==> src/sv/rce_pkg.sv <==
// Shared constants and types for the reflector cluster extractor.
// No dependencies; every other file of the block imports this package.
package rce_pkg;

  // Cluster size counter: 11 bits, saturating at 2047.
  localparam int CNT_W = 11;
  typedef logic [CNT_W-1:0] count_t;
  localparam count_t CNT_MAX = '1;

  localparam int INTEN_W     = 8;
  localparam int GATE_W      = 16;
  localparam int FIELD_R_W   = 16;
  localparam int INDEX_SUM_W = 20;
  localparam int FRAC_BITS   = 8;
  localparam int INDEX_Q_W   = 18;

  localparam int S_DATA_W = 24;
  localparam int M_DATA_W = 48;

  localparam int CFG_IDX_W  = 3;
  localparam int CFG_DATA_W = 16;

  typedef logic [CFG_IDX_W-1:0] cfg_idx_t;

  localparam cfg_idx_t REG_MIN_BRIGHTNESS  = 3'd0;
  localparam cfg_idx_t REG_BACKGROUND_GATE = 3'd1;
  localparam cfg_idx_t REG_FEATURE_GATE    = 3'd2;
  localparam cfg_idx_t REG_MIN_CLUSTER     = 3'd3;
  localparam cfg_idx_t REG_RANGE_LIMIT     = 3'd4;

endpackage

==> src/sv/reflector_cluster_extractor_unit.sv <==
// Reflector cluster extractor: top level with the return sequencer and cluster state.
// Depends on rce_pkg, rce_sermul and rce_serdiv.
//
//   channel | dir | beat contents
//   s_*     | in  | one laser return (range, intensity, scan end on tlast)
//   m_*     | out | one reported cluster (mean range, mean index, size)
//   cfg_*   | in  | register write, taken at once
//
// A return that only moves the neighbour window passes the diff, decide and finish
// states. A return tested against an open cluster also waits on the two 11-step
// serial multipliers. A return that reports a cluster waits on the serial dividers,
// plus any wait while the previous result is still held.
// Synchronous reset restores the register defaults and empties the cluster.
// s_tready is high only between returns; a full output register stalls only a
// return that reports a new cluster.
module reflector_cluster_extractor_unit #(
  parameter int MAX_BEAMS  = 1024,
  parameter int RANGE_BITS = 16
) (
  input  logic                             clk,
  input  logic                             rst,
  input  logic                             s_tvalid,
  output logic                             s_tready,
  input  logic [rce_pkg::S_DATA_W-1:0]     s_tdata,   // range_mm[15:0], intensity[23:16]
  input  logic                             s_tlast,   // scan_end
  output logic                             m_tvalid,
  input  logic                             m_tready,
  output logic [rce_pkg::M_DATA_W-1:0]     m_tdata,   // mean_range_mm[15:0],
                                                      // mean_index_q8[33:16],
                                                      // cluster_size[44:34], zeros above
  input  logic                             cfg_we,
  input  logic [rce_pkg::CFG_IDX_W-1:0]    cfg_index,
  input  logic [rce_pkg::CFG_DATA_W-1:0]   cfg_data
);
  import rce_pkg::*;

  localparam int RW  = RANGE_BITS;
  localparam int SW  = RANGE_BITS + 10;
  localparam int CW  = (RW > GATE_W) ? RW : GATE_W;
  localparam int BW  = $clog2(MAX_BEAMS);
  localparam int PW  = RW + CNT_W;
  localparam int GW  = GATE_W + CNT_W;
  localparam int FW  = (PW > GW) ? PW : GW;
  localparam int IQW = INDEX_SUM_W + FRAC_BITS;

  localparam logic [2:0] ST_IDLE   = 3'd0;
  localparam logic [2:0] ST_DIFF   = 3'd1;
  localparam logic [2:0] ST_DECIDE = 3'd2;
  localparam logic [2:0] ST_MUL    = 3'd3;
  localparam logic [2:0] ST_FEAT   = 3'd4;
  localparam logic [2:0] ST_JOIN   = 3'd5;
  localparam logic [2:0] ST_DIV    = 3'd6;
  localparam logic [2:0] ST_FINISH = 3'd7;

  // Configuration registers.
  logic [INTEN_W-1:0] min_brightness;
  logic [GATE_W-1:0]  background_gate;
  logic [GATE_W-1:0]  feature_gate;
  count_t             min_cluster_returns;
  logic [GATE_W-1:0]  range_limit;

  logic [2:0]            state;
  logic [RW-1:0]         cur_range;
  logic [INTEN_W-1:0]    cur_intensity;
  logic                  cur_end;
  logic [RW-1:0]         older_range;
  logic [RW-1:0]         pending_range;
  logic [INTEN_W-1:0]    pending_intensity;
  logic [BW-1:0]         beam_counter;
  logic                  in_cluster;
  count_t                cluster_count;
  logic [SW-1:0]         range_sum;
  logic [INDEX_SUM_W-1:0] index_sum;
  logic [RW-1:0]         d_old;
  logic [RW-1:0]         d_new;
  logic [FW-1:0]         d_feat;

  logic [15:0]           m_range;
  logic [INDEX_Q_W-1:0]  m_index;
  count_t                m_size;

  logic                  mul_start;
  logic                  div_start;
  logic                  mul_r_busy;
  logic                  mul_g_busy;
  logic                  div_r_busy;
  logic                  div_i_busy;
  logic [PW-1:0]         prod_r;
  logic [GW-1:0]         prod_g;
  logic [SW-1:0]         q_range;
  logic [IQW-1:0]        q_index;

  logic [BW-1:0]         idx;
  logic                  qual;
  logic                  report;
  logic                  out_load;
  logic [FW-1:0]         fa;
  logic [FW-1:0]         fb;
  logic [SW:0]           range_sum_add;
  logic [INDEX_SUM_W:0]  index_sum_add;

  assign s_tready = (state == ST_IDLE);
  assign m_tdata  = {{(M_DATA_W - 16 - INDEX_Q_W - CNT_W){1'b0}}, m_size, m_index, m_range};

  assign idx = beam_counter - BW'(1);

  always_comb begin
    qual = (pending_intensity >= min_brightness) &&
           (CW'(pending_range) < CW'(range_limit)) &&
           ((CW'(d_old) < CW'(background_gate)) || (CW'(d_new) < CW'(background_gate)));
    report    = (cluster_count >= min_cluster_returns) && (cluster_count != '0);
    mul_start = (state == ST_DECIDE) && (beam_counter >= BW'(2)) && qual && in_cluster;
    div_start = (state == ST_DECIDE) && (beam_counter >= BW'(2)) && !qual && in_cluster &&
                report;
    out_load  = (state == ST_DIV) && !div_r_busy && !div_i_busy && (!m_tvalid || m_tready);
    fa = FW'(prod_r);
    fb = FW'(range_sum);
    range_sum_add = {1'b0, range_sum} + (SW+1)'(pending_range);
    index_sum_add = {1'b0, index_sum} + (INDEX_SUM_W+1)'(idx);
  end

  always_ff @(posedge clk) begin
    if (rst) begin
      min_brightness      <= INTEN_W'(1);
      background_gate     <= GATE_W'(300);
      feature_gate        <= GATE_W'(500);
      min_cluster_returns <= CNT_W'(1);
      range_limit         <= GATE_W'(8000);
    end else if (cfg_we) begin
      unique case (cfg_index)
        REG_MIN_BRIGHTNESS:  min_brightness      <= cfg_data[INTEN_W-1:0];
        REG_BACKGROUND_GATE: background_gate     <= cfg_data[GATE_W-1:0];
        REG_FEATURE_GATE:    feature_gate        <= cfg_data[GATE_W-1:0];
        REG_MIN_CLUSTER:     min_cluster_returns <= cfg_data[CNT_W-1:0];
        REG_RANGE_LIMIT:     range_limit         <= cfg_data[GATE_W-1:0];
        default: ;
      endcase
    end
  end

  always_ff @(posedge clk) begin
    if (rst) begin
      state             <= ST_IDLE;
      older_range       <= '0;
      pending_range     <= '0;
      pending_intensity <= '0;
      beam_counter      <= '0;
      in_cluster        <= 1'b0;
      cluster_count     <= '0;
      range_sum         <= '0;
      index_sum         <= '0;
      cur_end           <= 1'b0;
    end else begin
      unique case (state)
        ST_IDLE: begin
          if (s_tvalid) begin
            cur_range     <= RW'(s_tdata[FIELD_R_W-1:0]);
            cur_intensity <= s_tdata[FIELD_R_W+INTEN_W-1:FIELD_R_W];
            cur_end       <= s_tlast;
            state         <= ST_DIFF;
          end
        end
        ST_DIFF: begin
          d_old <= (older_range >= pending_range) ? older_range - pending_range
                                                  : pending_range - older_range;
          d_new <= (cur_range >= pending_range) ? cur_range - pending_range
                                                : pending_range - cur_range;
          state <= ST_DECIDE;
        end
        ST_DECIDE: begin
          if (mul_start) begin
            state <= ST_MUL;
          end else if (div_start) begin
            state <= ST_DIV;
          end else begin
            state <= ST_FINISH;
          end
          if (beam_counter >= BW'(2)) begin
            if (qual && !in_cluster) begin
              // Beam indexes are BW bits wide (10 by default), so the index sum cannot clip here.
              in_cluster    <= 1'b1;
              cluster_count <= CNT_W'(1);
              range_sum     <= SW'(pending_range);
              index_sum     <= INDEX_SUM_W'(idx);
            end else if (!qual && in_cluster) begin
              in_cluster <= 1'b0;
            end
          end
        end
        ST_MUL: begin
          if (!mul_r_busy && !mul_g_busy) begin
            state <= ST_FEAT;
          end
        end
        ST_FEAT: begin
          d_feat <= (fa >= fb) ? fa - fb : fb - fa;
          state  <= ST_JOIN;
        end
        ST_JOIN: begin
          if (d_feat < FW'(prod_g)) begin
            if (cluster_count != CNT_MAX) begin
              cluster_count <= cluster_count + CNT_W'(1);
            end
            range_sum <= range_sum_add[SW] ? '1 : range_sum_add[SW-1:0];
            index_sum <= index_sum_add[INDEX_SUM_W] ? '1 : index_sum_add[INDEX_SUM_W-1:0];
          end
          state <= ST_FINISH;
        end
        ST_DIV: begin
          if (out_load) begin
            state <= ST_FINISH;
          end
        end
        ST_FINISH: begin
          // The last return of a scan empties the window and drops an open cluster.
          if (cur_end) begin
            older_range       <= '0;
            pending_range     <= '0;
            pending_intensity <= '0;
            beam_counter      <= '0;
            in_cluster        <= 1'b0;
            cluster_count     <= '0;
            range_sum         <= '0;
            index_sum         <= '0;
          end else begin
            older_range       <= pending_range;
            pending_range     <= cur_range;
            pending_intensity <= cur_intensity;
            if (beam_counter < BW'(MAX_BEAMS - 1)) begin
              beam_counter <= beam_counter + BW'(1);
            end
          end
          state <= ST_IDLE;
        end
        default: state <= ST_IDLE;
      endcase
    end
  end

  always_ff @(posedge clk) begin
    if (rst) begin
      m_tvalid <= 1'b0;
    end else if (out_load) begin
      m_tvalid <= 1'b1;
    end else if (m_tready) begin
      m_tvalid <= 1'b0;
    end
  end

  always_ff @(posedge clk) begin
    if (out_load) begin
      m_range <= 16'(q_range);
      m_index <= q_index[INDEX_Q_W-1:0];
      m_size  <= cluster_count;
    end
  end

  rce_sermul #(.AW(RW)) u_mul_range (
    .clk          (clk),
    .rst          (rst),
    .start        (mul_start),
    .multiplicand (pending_range),
    .multiplier   (cluster_count),
    .busy         (mul_r_busy),
    .product      (prod_r)
  );

  rce_sermul #(.AW(GATE_W)) u_mul_gate (
    .clk          (clk),
    .rst          (rst),
    .start        (mul_start),
    .multiplicand (feature_gate),
    .multiplier   (cluster_count),
    .busy         (mul_g_busy),
    .product      (prod_g)
  );

  rce_serdiv #(.DW(SW)) u_div_range (
    .clk      (clk),
    .rst      (rst),
    .start    (div_start),
    .dividend (range_sum),
    .divisor  (cluster_count),
    .busy     (div_r_busy),
    .quotient (q_range)
  );

  rce_serdiv #(.DW(IQW)) u_div_index (
    .clk      (clk),
    .rst      (rst),
    .start    (div_start),
    .dividend ({index_sum, FRAC_BITS'(0)}),
    .divisor  (cluster_count),
    .busy     (div_i_busy),
    .quotient (q_index)
  );

  a_open_count: assert property (@(posedge clk) disable iff (rst)
    in_cluster |-> cluster_count != '0)
    else $error("open cluster with zero returns");

  a_units_apart: assert property (@(posedge clk) disable iff (rst)
    !((mul_r_busy || mul_g_busy) && (div_r_busy || div_i_busy)))
    else $error("multiplier and divider busy together");

  a_idle_quiet: assert property (@(posedge clk) disable iff (rst)
    state == ST_IDLE |-> !mul_r_busy && !mul_g_busy && !div_r_busy && !div_i_busy)
    else $error("arithmetic unit busy between returns");

  a_size_nonzero: assert property (@(posedge clk) disable iff (rst)
    $rose(m_tvalid) |-> m_size != '0)
    else $error("reported cluster has zero size");

  a_beam_bound: assert property (@(posedge clk) disable iff (rst)
    beam_counter <= BW'(MAX_BEAMS - 1))
    else $error("beam counter beyond last beam");

endmodule

==> src/sv/rce_sermul.sv <==
// Bit-serial multiplier: operand times an 11-bit count, one count bit per cycle.
// Depends on rce_pkg for the count type.
module rce_sermul #(
  parameter int AW = 16
) (
  input  logic                clk,
  input  logic                rst,
  input  logic                start,
  input  logic [AW-1:0]       multiplicand,
  input  rce_pkg::count_t     multiplier,
  output logic                busy,
  output logic [AW+rce_pkg::CNT_W-1:0] product
);
  import rce_pkg::*;

  localparam int CTW = $clog2(CNT_W);

  logic [AW-1:0]    op;
  logic [AW-1:0]    acc;
  logic [CNT_W-1:0] lo;
  count_t           mbits;
  logic [CTW-1:0]   cnt;
  logic [AW:0]      sum;

  // LSB first: each cycle adds the operand when the multiplier bit is set and
  // retires one finished product bit into the low shift register.
  assign sum = {1'b0, acc} + (mbits[0] ? {1'b0, op} : '0);
  assign product = {acc, lo};

  always_ff @(posedge clk) begin
    if (rst) begin
      busy <= 1'b0;
      cnt  <= '0;
    end else if (start) begin
      busy <= 1'b1;
      cnt  <= CTW'(CNT_W - 1);
    end else if (busy) begin
      if (cnt == '0) begin
        busy <= 1'b0;
      end else begin
        cnt <= cnt - CTW'(1);
      end
    end
  end

  always_ff @(posedge clk) begin
    if (start) begin
      op    <= multiplicand;
      mbits <= multiplier;
      acc   <= '0;
      lo    <= '0;
    end else if (busy) begin
      acc   <= sum[AW:1];
      lo    <= {sum[0], lo[CNT_W-1:1]};
      mbits <= mbits >> 1;
    end
  end

endmodule

==> src/sv/rce_serdiv.sv <==
// Restoring divider by an 11-bit count, one quotient bit per cycle.
// Depends on rce_pkg for the count type.
module rce_serdiv #(
  parameter int DW = 28
) (
  input  logic            clk,
  input  logic            rst,
  input  logic            start,
  input  logic [DW-1:0]   dividend,
  input  rce_pkg::count_t divisor,
  output logic            busy,
  output logic [DW-1:0]   quotient
);
  import rce_pkg::*;

  localparam int CTW = $clog2(DW);

  count_t           dvs;
  count_t           rem;
  logic [DW-1:0]    shreg;
  logic [CTW-1:0]   cnt;
  logic [CNT_W:0]   trial;
  logic [CNT_W+1:0] diff;
  logic             ge;

  // Dividend bits leave at the top of the shift register while quotient bits
  // enter at the bottom; the remainder stays below any nonzero divisor.
  assign trial    = {rem, shreg[DW-1]};
  assign diff     = {1'b0, trial} - {2'b00, dvs};
  assign ge       = !diff[CNT_W+1];
  assign quotient = shreg;

  always_ff @(posedge clk) begin
    if (rst) begin
      busy <= 1'b0;
      cnt  <= '0;
    end else if (start) begin
      busy <= 1'b1;
      cnt  <= CTW'(DW - 1);
    end else if (busy) begin
      if (cnt == '0) begin
        busy <= 1'b0;
      end else begin
        cnt <= cnt - CTW'(1);
      end
    end
  end

  always_ff @(posedge clk) begin
    if (start) begin
      dvs   <= divisor;
      rem   <= '0;
      shreg <= dividend;
    end else if (busy) begin
      rem   <= ge ? diff[CNT_W-1:0] : trial[CNT_W-1:0];
      shreg <= {shreg[DW-2:0], ge};
    end
  end

endmodule
==> config.mk <==
export PLATFORM = sky130hd
export DESIGN_NAME = reflector_cluster_extractor_unit
export DESIGN_NICKNAME = d
export VERILOG_FILES = /design/src/sv/rce_pkg.sv /design/src/sv/reflector_cluster_extractor_unit.sv /design/src/sv/rce_sermul.sv /design/src/sv/rce_serdiv.sv
export SDC_FILE = /design/constraint.sdc
export NUM_CORES = 1
export LEC_CHECK = 0
export ABC_CLOCK_PERIOD_IN_PS = 9500
export BUFFER_PORTS_ARGS = -buffer_cell sky130_fd_sc_hd__buf_4
export CORE_UTILIZATION = 35
export DETAILED_ROUTE_END_ITERATION = 8
export GPL_ROUTABILITY_DRIVEN = 1
export PLACE_DENSITY_LB_ADDON = 0.2
export SLEW_MARGIN = 40
export SYNTH_ARGS = -nofsm -noshare
export SYNTH_HDL_FRONTEND = slang
export SYNTH_HIERARCHICAL = 1
export SYNTH_SLANG_ARGS = --single-unit
==> constraint.sdc <==
create_clock -name clk -period 9.5 [get_ports clk]
set_input_delay 0.95 -clock clk [delete_from_list [all_inputs] [get_ports clk]]
set_output_delay 0.95 -clock clk [all_outputs]
set_load 0.03 [all_outputs]
# == Word-level counts from Yosys, hierarchy flattened ==
# Cells that the tools add are included.
# word_totals
register_bits,525
latch_bits,0
mem_bits_rw,0
rom_bits,0
in_bits,49
mem_count,0
# classes
addsub,19
multipliers,0
div_mod_pow,0
order_cmp,11
n_eq_ne,25
n_shift,0
muxes,75
bitwise_logic,5
n_reduce_logical,65
# ops
operator,n
two-way mux 26 bit,7
two-way mux 11 bit,11
two-way mux 20 bit,5
two-way mux 16 bit,6
one-hot mux 26 bit (3 select lines),1
subtractor 16 bit,4
one-hot mux 20 bit (3 select lines),1
two-way mux 28 bit,2
less-than comparator 16 bit,3
adder 16 x 17 -> 17 bit,2
AND reduction 2 bit,17
one-hot mux 11 bit (3 select lines),1
greater-or-equal comparator 16 bit,2
two-way mux 5 bit,6
adder 26 x 16 -> 27 bit,1
greater-or-equal comparator 27 x 26 -> 1 bit,1
less-than comparator 27 bit,1
two-way mux 27 bit,1
subtractor 26 x 27 -> 27 bit,1
subtractor 27 x 26 -> 27 bit,1
subtractor 12 x 11 -> 13 bit,2
two-way mux 4 bit,6
one-hot mux 3 bit (8 select lines),1
adder 20 x 10 -> 21 bit,1
other kinds (36),116

# == Depth between registers and ports, before layout ==
# logic_depth
word_depth,10
mapped_depth,16

# == Cells and area by module ==
# The synthesis kept the hierarchy.
# by_module_without_submodules
module,n_inst,cells_each,area_per_inst_um2,seq_area_each_um2
reflector_cluster_extractor_unit,1,2408,20763.7,7447.1
rce_sermul (u_mul_range),1,286,3021.6,1451.4
rce_sermul (u_mul_gate),1,285,3015.4,1451.4
rce_serdiv (u_div_index),1,224,2781.4,1511.4
rce_serdiv (u_div_range),1,229,2677.6,1451.4

# == Worst setup path after synthesis ==
# Ideal clock, no wire load.
# synth_path
path_type,input port to flip-flop
from,in rst
to,reg d_new[0] (enable)
setup_time_ps,513
arrival_time_ps,4723
t_required_ps,8987
slack_ps,4264
cell_stages,3
path_cell_list,clkbuf_1 > clkbuf_1 > nor4b_1
# synth_between
elab_chain_cells,2
# synth_rtl
item,line_no,text
from (decl),reflector_cluster_extractor_unit.sv:21,"input logic rst,"
NOT 1 bit (no source line),--,
AND reduction 2 bit (no source line),--,
to (signal assigned),reflector_cluster_extractor_unit.sv:166,d_new <= (cur_range >= pending_range) ? cur_range - pending_range
to (decl),reflector_cluster_extractor_unit.sv:75,logic [RW-1:0] d_new;
# Every way passes these cells.
# A chain may end at the register's enable or synchronous reset.

# == Worst setup path after layout ==
# layout_path
from,reg background_gate[6]
to,reg u_mul_gate.acc[12]
# layout_between
elab_chain_cells,5
elab_cells_between_ends,6
# layout_rtl
item,line_no,text
from (decl),reflector_cluster_extractor_unit.sv:57,logic [GATE_W-1:0] background_gate;
from (signal assigned),reflector_cluster_extractor_unit.sv:132,REG_BACKGROUND_GATE: background_gate <= cfg_data[GATE_W-1:0];
less-than comparator 16 bit,reflector_cluster_extractor_unit.sv:110,((CW'(d_old) < CW'(background_gate)) || (CW'(d_new) < CW'(background_gate)));
logical OR 1 bit (*),reflector_cluster_extractor_unit.sv:110,
logical AND 1 bit (*),reflector_cluster_extractor_unit.sv:109,(CW'(pending_range) < CW'(range_limit)) &&
logical AND 1 bit (*) (2 in a row),reflector_cluster_extractor_unit.sv:112,mul_start = (state == ST_DECIDE) && (beam_counter >= BW'(2)) && qual && in_cluster;
net mul_start,reflector_cluster_extractor_unit.sv:82,logic mul_start;
to (signal assigned),rce_sermul.sv:53,acc <= sum[AW:1];
to (decl),rce_sermul.sv:19,logic [AW-1:0] acc;
# The timed path passes the listed nets; every way through them passes the cells marked *.

==> key figures <==
Floorplan
  – Die ar.: ~93000 sq um
  – Top-level port count: 99
  – Die span in x: between 300 and 400 microns
  – Area of the placeable core: 90700 sq um
  – Effective utilization at floorplan: 35.6%
  – FP Rows: 110
  – Die height: 306 microns

Setup path
  – Worst Path Required: around 10 ns
  – WP data arrival: about 5.2 ns
  – Crit path buf inv count: 3
  – Worst-path cell with the longest stage delay: sky130_fd_sc_hd__buf_4
  – R2R depth: 13
  – Critical path's top delay family: compound AO/OA/AOI/OAI gates
  – Category of the critical setup timing path: flip-flop to flip-flop
  – Largest fanout on the critical path: 59
  – Critical Path End Type: flip-flop
  – End of the worst register-to-register path: u_mul_gate/acc[12]
  – Reg2reg start: background_gate[6]
  – Worst-path cell chain: inv_1, ha_1, a21o_1, a221oi_1, o21ai_0, a41oi_1, o211a_1, nand4_1, inv_4, buf_4, nand2b_1, o31ai_1, or3b_2
  – Largest stage delay on the critical path: 0.65 ns
  – Category of the worst setup path launch point: flip-flop
  – Worst setup slack for register-to-register paths: 4.79 ns

Logic synthesis
  – Part of the Yosys area used for sequential elements: about two fifths
  – Ys flop type: sky130_fd_sc_hd__dfxtp_1
  – Top cells by area in the synthesized netlist: sky130_fd_sc_hd__edfxtp_1 (24%), sky130_fd_sc_hd__dfxtp_1 (17%), sky130_fd_sc_hd__ha_1 (12%), sky130_fd_sc_hd__a21oi_1 (5.1%), sky130_fd_sc_hd__nand2_1 (3.4%)
  – Number of distinct standard cells referenced by the synthesized netlist: 103
  – Yosys warning total: 6
  – Cell type contributing the most total cell area after synthesis: sky130_fd_sc_hd__edfxtp_1
  – Number of synthesized register bits: 536
  – Average instance area after synthesis: between 9 and 10 sq um
  – Post-synthesis instance total: 3432
  – Portion of synthesized cell area occupied by the leading cell type: 24.0%
  – Proportion of synthesized flip-flops having asynchronous set or reset: 0%
  – Number of flops mapped to enable cells by yosys: about 260
  – Synthesized cell area: 32300 sq um

Clocking
  – Clock buffer count from CTS: 67
  – CTS HTree Levels: 3
  – TritonCTS clock tree: built
  – Number of setup buffers added after CTS: 0
  – Clk slew on worst S/H paths: 0.06 ns
  – Hold-fix buffers at CTS: 0
  – Worst-case clock buffer depth: 3
  – CTS root buf: sky130_fd_sc_hd__clkbuf_16
  – Skew-Pair Late Insertion Delay: 0.63 ns
  – Total of cells resized after clock tree synthesis: 0
  – # clock sinks: between 500 and 600

Global routing
  – Largest net degree at the start of global routing: 99
  – Global-route wire length before repair: 143000 microns
  – Via count of the first global-routing pass: between 20000 and 25000
  – Grt total ovfl: 0
  – Initial antenna violation count: 0
  – GR Util All Layers: between 10% and 20%

Final layout
  – Area growth, synth to finish: 12.6%
  – Utilization of the core after routing: 40.0%
  – Count of antenna diodes in the layout: 0
  – Ratio of cells with drive above 1 in the final layout: around a tenth
  – Net count, final: 3828

Placement
  – Final estimated routing congestion in global placement: 0.896
  – Total of buffers placed on input and output ports: 95
  – Total half-perimeter wirelength after legalization and detailed placement: 67100 microns
  – Dpl ws: about 4.7 ns

Detailed routing
  – Number of iterations in the first detailed-routing pass: 6
  – Total via count after detailed routing: 25100
  – Iter 0 DRT Violations: 1600
  – Per-cell via count in the routed design: 5.34
  – Post-detailed-routing wire length: just over 90000 microns
  – Number of nets with antenna violations after detailed routing: 0
  – DRC violations left: 0
  – Detail-routed net length per standard cell: 19.5 microns

Pwr
  – Leakage: 0.0142 uW
  – Power per standard cell area: 168 nW/um^2
  – Peak supply drop: 0.000112 V
  – PnR Total Power: 6090 uW

STA
  – Portion of the clock cycle consumed by the worst path in the final layout: 49.6%
  – Final Hold Violating Endpoints: 0
  – Total negative slack for setup checks: 0 ns
  – Crit path setup slack, layout: 4.79 ns
  – Relative slew slack: around 45%
  – Number of pins exceeding their max-slew limit in the final report: 0
  – Shortest clock period the worst path allows after layout: 4.71 ns
  – Setup violators final: 0
  – Worst clock skew: 0.0307 ns
  – Peak clock frequency supported by timing: 212 MHz
  – Unrepaired setup endpoints after global routing: no
  – Pin slew with the least headroom to its limit: 0.825 ns

Hold path
  – Worst hold path startpoint: feature_gate[12]
  – End of the worst hold path: u_mul_gate/op[12]
  – Cell count of the worst hold path: 0
  – Hold WC Path Type: flip-flop to flip-flop

Flow run
  – # Max-Cap Violations: 0

Status
  – Outcome: completed
## kinds of logic after synthesis
kind of cell    after synthesis  share of synthesized area [%]
mux                         148                           4.92
other cells                   1                         0.0116
flops                       536                           41.3
simple gates                977                           14.3
xor+xnor                    118                           3.20
compound gates              900                           18.4
buf+inv                     442                           5.53
fa+ha+maj                   310                           12.3
## per-layer routing
layer	GRT usage, %	routed length (microns)	vias up
met5	0	0	-
met4	5.82	2370	0
met3	2.41	3730	121
met2	31.9	42700	541
met1	26.5	42700	12000
li1	-	-	12400
## cell type report
cell class / instances / area (sq um)
inverters: 275 / 1030
multi-input cells: 2464 / 17300
clock inverters: 35 / 388
well taps: 1176 / 1470
fillers: 8973 / 54400
repair buffers: 125 / 950
flip-flops and latches: 536 / 13300
clock buffers: 89 / 1870
## per-stage QoR
| stage | cell area [sq um] | hold WS, ns | instances |
|---|---|---|---|
| 4_1_cts | 36300 | 0.430 | 4700 |
| 5_1_grt | 36300 | 0.436 | 4700 |
| 2_1_floorplan | 32300 | 0.408 | 3442 |
| 6_report | 36300 | 0.427 | 4700 |
| 3_5_place_dp | 34000 | 0.416 | 4576 |
| 3_3_place_gp | 34000 | 0.413 | 4576 |
## worst max-delay path by stage
stage	startpoint	end	cells after the start
after CTS	background_gate[6]	u_mul_gate/mbits[2]	12
after floorplan	rst	d_new[0]	3
after detailed placement	background_gate[6]	u_mul_gate/acc[12]	13
after global placement	background_gate[6]	u_mul_gate/mbits[10]	12
final	background_gate[6]	u_mul_gate/acc[12]	13
after global routing	background_gate[6]	u_mul_gate/acc[12]	13
## placed cells by master, fill, tap and decap left out, drive strengths merged, types with 42 or more instances in the layout
cell	count
o21ai	125
and2	46
a21o	90
nand3	77
nor2	255
dfxtp	278
nand2	297
buf	125
nor3	89
nand2b	42
edfxtp	258
mux2	85
ha	298
clkbuf	89
inv	277
a211oi	78
nand4	42
xnor2	66
xor2	52
a21oi	331
mux2i	63
## cells in the mapped netlist (all sizes together) (78+ instances only)
master	n
nand2	297
clkbuf	111
a21o	90
a211oi	78
nor2	255
ha	298
nor3	89
inv	275
mux2	85
dfxtp	278
edfxtp	258
a21oi	331
o21ai	125
## flip-flops by register name (all words and copies together), names as in the netlist, 18 cells and up
signal                cells
range_sum                26
u_div_range/quotient     26
d_feat                   27
index_sum                20
m_index                  18
u_div_index/quotient     28
## report_power, final
group | switching, uW | total (uW) | internal (uW)
Sequential | 69.6 | 2570 | 2500
Combinational | 550 | 914 | 364
Clock | 1070 | 2610 | 1540
Total | 1690 | 6090 | 4410
Power figures use the tool's default switching activity.
